<file path="src/rtl/core/ssq_pkg.sv">
`default_nettype none
// ----------------------------------------------------------------------------
// ssq_pkg: shared types and constants of the stable sorted priority queue
// Entry layout, command bundle, status codes and widths.
// ----------------------------------------------------------------------------
package ssq_pkg;

    localparam int DEPTH   = 16;
    localparam int CNT_W   = 5;
    localparam int VAL_W   = 32;
    localparam int PRI_W   = 32;

    localparam logic [1:0] ST_OK        = 2'd0;
    localparam logic [1:0] ST_UNDERFLOW = 2'd1;
    localparam logic [1:0] ST_FULL      = 2'd2;

    localparam logic FUNC_ENQ = 1'b0;
    localparam logic FUNC_DEQ = 1'b1;

    typedef struct packed {
        logic signed [VAL_W-1:0] value;
        logic signed [PRI_W-1:0] prio;
    } entry_t;

    // Broadcast to every cell of the chain in the cycle a word is taken.
    typedef struct packed {
        logic   ins;
        logic   deq;
        entry_t item;
    } cmd_t;

endpackage
`default_nettype wire

</file>
<file path="src/rtl/core/ssq_cell.sv">
`default_nettype none
// ----------------------------------------------------------------------------
// ssq_cell: one compare-and-shift slot of the sorted chain
// Holds one entry; on insert it keeps, takes the new entry or takes its left
// neighbor's entry; on removal it takes its right neighbor's entry.
// ----------------------------------------------------------------------------
module ssq_cell
    import ssq_pkg::*;
(
    input  wire logic   clk,
    input  wire cmd_t   cmd,
    input  wire logic   occupied,
    input  wire logic   left_held,
    input  wire entry_t left_entry,
    input  wire entry_t right_entry,
    output logic        held,
    output entry_t      entry,
    output entry_t      entry_next
);

    entry_t entry_reg;

    // An entry of equal priority stays ahead of the new one, which keeps ties
    // in arrival order.
    assign held  = occupied && (entry_reg.prio <= cmd.item.prio);
    assign entry = entry_reg;

    always_comb
    begin
        entry_next = entry_reg;
        if (cmd.ins)
        begin
            if (held)
                entry_next = entry_reg;
            else if (left_held)
                entry_next = cmd.item;
            else
                entry_next = left_entry;
        end
        else if (cmd.deq)
        begin
            entry_next = right_entry;
        end
    end

    always_ff @(posedge clk)
    begin
        entry_reg <= entry_next;
    end

endmodule
`default_nettype wire

</file>
<file path="src/rtl/core/stable_sorted_priority_queue.sv">
`default_nettype none
// ----------------------------------------------------------------------------
// stable_sorted_priority_queue: bounded priority queue with stable ties
// A chain of compare-and-shift cells kept sorted by priority, front at cell 0.
// ----------------------------------------------------------------------------
// The queue takes one word per clock cycle and its result word appears in the
// output register in the cycle after the word is taken. Every cell compares its
// priority with the new one and shifts in the same cycle, so the rate is set
// by that single compare-and-select across the chain; taking a new word
// only waits when the output register holds a result that has not been taken.
// Lower priority numbers leave first, equal priorities leave in arrival order.
// An enqueue on a full queue is dropped with status full, a dequeue on an
// empty queue reports underflow; the queue is unchanged in both cases.
module stable_sorted_priority_queue
    import ssq_pkg::*;
(
    input  wire logic        clk,
    input  wire logic        rst_n,
    input  wire logic        s_tvalid,
    output logic             s_tready,
    input  wire logic [63:0] s_tdata,   // item_value[31:0], item_priority[63:32]
    input  wire logic        s_tuser,   // func[0]
    output logic             m_tvalid,
    input  wire logic        m_tready,
    output logic [39:0]      m_tdata    // status[1:0], front_valid[2],
                                        // front_value[34:3], entry_count[39:35]
);

    logic [CNT_W-1:0] count_reg, count_next;
    logic             out_valid_reg;
    logic [39:0]      out_data_reg;

    logic   take;
    logic   full, empty;
    cmd_t   cmd;
    logic [1:0] status;

    logic   held       [DEPTH];
    logic   occupied   [DEPTH];
    logic   left_held  [DEPTH];
    entry_t entry      [DEPTH];
    entry_t entry_next [DEPTH];
    entry_t left_entry [DEPTH];
    entry_t right_entry[DEPTH];

    assign s_tready = !out_valid_reg || m_tready;
    assign take     = s_tvalid && s_tready;
    assign full     = (count_reg == CNT_W'(DEPTH));
    assign empty    = (count_reg == '0);

    assign cmd.ins        = take && (s_tuser == FUNC_ENQ) && !full;
    assign cmd.deq        = take && (s_tuser == FUNC_DEQ) && !empty;
    assign cmd.item.value = s_tdata[31:0];
    assign cmd.item.prio  = s_tdata[63:32];

    always_comb
    begin
        count_next = count_reg;
        status     = ST_OK;
        if (s_tuser == FUNC_ENQ)
        begin
            if (full)
                status = ST_FULL;
            else
                count_next = count_reg + CNT_W'(1);
        end
        else
        begin
            if (empty)
                status = ST_UNDERFLOW;
            else
                count_next = count_reg - CNT_W'(1);
        end
    end

    genvar i;
    generate
        for (i = 0; i < DEPTH; i++)
        begin : g_cell
            assign occupied[i] = (count_reg > CNT_W'(i));

            if (i == 0)
            begin : g_first
                assign left_held[i]  = 1'b1;
                assign left_entry[i] = cmd.item;
            end
            else
            begin : g_mid
                assign left_held[i]  = held[i-1];
                assign left_entry[i] = entry[i-1];
            end

            if (i == DEPTH - 1)
            begin : g_last
                assign right_entry[i] = entry[i];
            end
            else
            begin : g_inner
                assign right_entry[i] = entry[i+1];
            end

            ssq_cell u_cell (
                .clk         (clk),
                .cmd         (cmd),
                .occupied    (occupied[i]),
                .left_held   (left_held[i]),
                .left_entry  (left_entry[i]),
                .right_entry (right_entry[i]),
                .held        (held[i]),
                .entry       (entry[i]),
                .entry_next  (entry_next[i])
            );
        end
    endgenerate

    always_ff @(posedge clk or negedge rst_n)
    begin
        if (!rst_n)
        begin
            count_reg     <= '0;
            out_valid_reg <= 1'b0;
        end
        else
        begin
            if (take)
            begin
                count_reg     <= count_next;
                out_valid_reg <= 1'b1;
            end
            else if (m_tready)
            begin
                out_valid_reg <= 1'b0;
            end
        end
    end

    // The front of the result is what cell 0 holds once this word is applied.
    always_ff @(posedge clk)
    begin
        if (take)
        begin
            out_data_reg[1:0]   <= status;
            out_data_reg[2]     <= (count_next != '0);
            out_data_reg[34:3]  <= (count_next != '0) ? entry_next[0].value : '0;
            out_data_reg[39:35] <= count_next;
        end
    end

    assign m_tvalid = out_valid_reg;
    assign m_tdata  = out_data_reg;

    a_count_bound: assert property (@(posedge clk) disable iff (!rst_n)
        count_reg <= CNT_W'(DEPTH))
        else $error("entry count above depth");

    a_enq_grows: assert property (@(posedge clk) disable iff (!rst_n)
        (take && s_tuser == FUNC_ENQ && !full) |=> (count_reg == $past(count_reg) + CNT_W'(1)))
        else $error("accepted enqueue did not add an entry");

    a_full_flag: assert property (@(posedge clk) disable iff (!rst_n)
        (take && s_tuser == FUNC_ENQ && full) |=> (m_tvalid && m_tdata[1:0] == ST_FULL
            && m_tdata[39:35] == CNT_W'(DEPTH)))
        else $error("enqueue on full queue not flagged");

    a_front_valid: assert property (@(posedge clk) disable iff (!rst_n)
        m_tvalid |-> (m_tdata[2] == (m_tdata[39:35] != '0)))
        else $error("front_valid disagrees with entry count");

endmodule
`default_nettype wire
</file>
<file path="config.mk">
export PLATFORM = sky130hd
export DESIGN_NAME = stable_sorted_priority_queue
export DESIGN_NICKNAME = d
export VERILOG_FILES = /design/src/rtl/core/ssq_pkg.sv /design/src/rtl/core/ssq_cell.sv /design/src/rtl/core/stable_sorted_priority_queue.sv
export SDC_FILE = /design/constraint.sdc
export NUM_CORES = 2
export LEC_CHECK = 0
export ABC_CLOCK_PERIOD_IN_PS = 11160
export BUFFER_PORTS_ARGS = -buffer_cell sky130_fd_sc_hd__buf_4
export CORE_MARGIN = 2
export CORE_UTILIZATION = 59
export DETAILED_ROUTE_END_ITERATION = 12
export PLACE_DENSITY = 0.75
export SYNTH_ARGS = -nofsm -noshare
export SYNTH_HDL_FRONTEND = slang
export SYNTH_SLANG_ARGS = --single-unit
</file>
<file path="constraint.sdc">
create_clock -name clk -period 11.16 [get_ports clk]
set_clock_uncertainty 0.2 [all_clocks]
set_input_delay 2.232 -clock clk [delete_from_list [all_inputs] [get_ports clk]]
set_output_delay 2.232 -clock clk [all_outputs]
set_load 0.005 [all_outputs]
</file>
==> key figures <==
Timing
  • Slew Limit Fails: 0
  • Measured slew at the worst slew-check pin: 1.283 ns
  • RSZ-0062 raised after global routing: no
  • Final Hold Fails: 0
  • Slew headroom: 0.1448
  • Fmax: 128.5 MHz
  • Final setup fails: 0
  • Final TNS setup: 0 ns
  • Minimum clock period: 7.783 ns
  • Crit share post-route: 0.6974

Flow run
  • Max-Cap Viols: 0

Global routing
  • First-pass GRT wire length: 326.4 mm
  • Vias in the first global route: 50669
  • Met3 usage: 0.07826
  • Gr usage total: 0.3861
  • Antenna violations before repair: 7
  • GR Util met2: 0.5803
  • Grt peak-use layer: met2
  • Global routing usage on met1: 0.5356
  • Pin count of the biggest net entering global routing: 185
  • Gr ovfl total: 0

Clock tree
  • CTS tree: built
  • CTS Buf Count: 113
  • Hold buffers post-CTS: 0
  • Clock tree root driver cell: clkbuf_16
  • PostCTS Resize Cnt: 0
  • CTS H-tree lvls: 3
  • Clk_lat worst skew: 0.76 ns
  • Post-CTS setup buffer count: 0
  • Max Buffers Root-to-Sink: 3
  • Sink Count: 1070
  • Clk slew on worst S/H paths: 0.06 ns

Hold path
  • Worst Hold Depth: 2
  • Min-delay worst type: reg -> reg

Synth
  • Sequential fraction of the synthesis area: 0.4877
  • Post-synth EDFFs: 1032
  • Top_reg_cell synth: edfxtp_1
  • Synth Cell Area: 65170 um2
  • Yosys reg bits: 1070
  • Net Count, Synth: 6822
  • Ys Warns: 0
  • Synth unique cells: 72
  • Async SR Flop Fraction: 0.005607
  • Synth Area per Inst: 10.45 um2
  • Cells after Synth: 6236

Place
  • Placed instance area: 66820 um2
  • I/O Buffers: 110
  • Global placement routability congestion: 1.007
  • Detailed placement HPWL: 139.7 mm

Worst setup path
  • Worst Reg-to-Reg Cells: 11
  • Crit path required time: 11.31 ns
  • WS Path Type: in -> reg
  • Crit path DAT: 7.94 ns
  • Critical Path End Type: flop
  • Startpoint Class: input pin
  • Critical path peak fanout: 36

Power and ir drop
  • Leakage: 27.28 nW
  • Pwr/cell area: 208.4 nW/um2
  • IR drop worst, VDD: 0.2044 mV

Drt
  • Routed Antenna Nets: 0
  • Detailed Route WL: 222.6 mm
  • DR vias: 53830
  • Drt wl/cell: 29.29 um
  • Drc violations: 0
  • Via-to-Cell Ratio: 7.081
  • DR pass1 iterations: 7
  • Initial DRC count: 7393

Die
  • Initial Utilization: 0.5970
  • Full die area: 113100 um2
  • Core area: 109200 um2
  • Ports: 111
  • Row Count: 121
  • Die height: 336.4 um
  • Die X: 336.4 um

Cells and area
  • Nets: 6611
  • Area grow syn2layout: 8.400%
  • Layout cells sized above 1: 0.08152
  • Design area: 70640 um2
  • Max reg flops: 1024

Run status
  • Outcome: finished, final reports clean
==> stage by stage <==
stage	std cells	total power, W	setup slack, ns	hold slack, ns	util
3_3_place_gp	7385	0.01052	2.946	0.2640	0.6120
4_1_cts	7597	0.01455	3.724	0.2769	0.6471
6_report	7602	0.01472	3.377	0.2794	0.6472
5_1_grt	7598	0.01517	3.400	0.3074	0.6471
3_5_place_dp	7386	0.01065	2.979	0.2676	0.6121
2_1_floorplan	6236	0.008895	0.9908	0.2507	-
==> cell type report <==
type,instances,area (um2)
clock inverters,56,699.4
multi-input cells,4546,31280
repair buffers,191,1521
inverters,103,386.6
flip-flops and latches,1070,31780
fillers,8601,38510
diodes,5,12.51
well taps,1476,1847
clock buffers,155,3115
==> where the power goes <==
group          internal [W]  leakage [nW]  total (W)  switching, W
logic               0.00161          15.4    0.00492       0.00331
registers           0.00534          10.0    0.00585      0.000507
clock network       0.00226          1.86    0.00395       0.00169
==> critical path: stages <==
cell and delay [ns]:
buf_4 0.19, inv_1 0.38, ha_1 0.46, nand4_1 0.31
nor3_1 0.46, and2_1 0.29, o311ai_0 0.24, o21ai_0 0.28
mux2i_4 0.82, or2_2 0.28, buf_4 0.56, a21o_4 0.79
buf_4 0.58
==> cell usage after synthesis, types with 32 or more instances <==
library cell / count / area (um2)
a21oi_1: 549 / 2748
a22o_1: 32 / 280.3
inv_1: 101 / 379.1
o211ai_1: 321 / 2410
buf_1: 39 / 146.4
mux2i_1: 530 / 5305
a21o_1: 48 / 360.4
buf_2: 94 / 470.5
clkbuf_1: 372 / 1396
a211oi_1: 51 / 382.9
dfxtp_1: 32 / 640.6
mux2_2: 65 / 732.0
o22ai_1: 32 / 200.2
a31oi_1: 39 / 244.0
nand3_1: 295 / 1476
o221ai_1: 78 / 683.2
or3_1: 34 / 212.7
nor2_1: 506 / 1899
ha_1: 517 / 6469
nor3_1: 117 / 585.6
o21ai_0: 282 / 1411
nand2_1: 678 / 2545
a221oi_1: 68 / 595.6
edfxtp_1: 1032 / 30990
nand4_1: 97 / 606.8
==> kinds of logic (layout without fill, tap and decap cells) <==
group / Yosys count / in the layout / synth area share
xor+xnor: 3 / 3 / 0.0004033
fa+ha+maj: 517 / 517 / 0.09926
buf+inv: 620 / 505 / 0.03834
other cells: 0 / 5 / 0
flops: 1070 / 1070 / 0.4877
compound gates: 1615 / 1615 / 0.1600
mux: 595 / 595 / 0.09264
simple gates: 1816 / 1816 / 0.1217
==> placed cells by master (no fill, tap or decap), drive strengths merged, types with 39 or more instances in the layout <==
master / count
a211oi: 52
a21o: 48
a21oi: 549
a221oi: 68
a31oi: 39
buf: 191
clkbuf: 155
clkinv: 40
edfxtp: 1032
ha: 517
inv: 103
mux2: 65
mux2i: 530
nand2: 678
nand3: 295
nand4: 97
nor2: 506
nor3: 117
o211ai: 321
o21ai: 283
o221ai: 78
==> metal layers <==
metal  wire length (um)  share of wire
met1              86440           0.39
met5                 69        0.00031
met4              12090          0.054
met3              27340           0.12
met2              96710           0.43
==> worst paths after layout <==
check | startpoint | endpoint | slack (ns)
max | s_tdata[53] | g_cell[3].u_cell.entry[23] | 3.38
min | g_cell[0].u_cell.entry[40] | g_cell[0].u_cell.entry[40] | 0.28
max reg2reg | g_cell[3].u_cell.entry[21] | g_cell[3].u_cell.entry[23] | 5.12
min reg2reg | g_cell[0].u_cell.entry[40] | g_cell[0].u_cell.entry[40] | 0.28
max in group asynchronous | rst_n | count_reg[0] | 9.54
min in group asynchronous | rst_n | m_tvalid | 1.09
No activity file was read; power rests on OpenSTA's default activity.
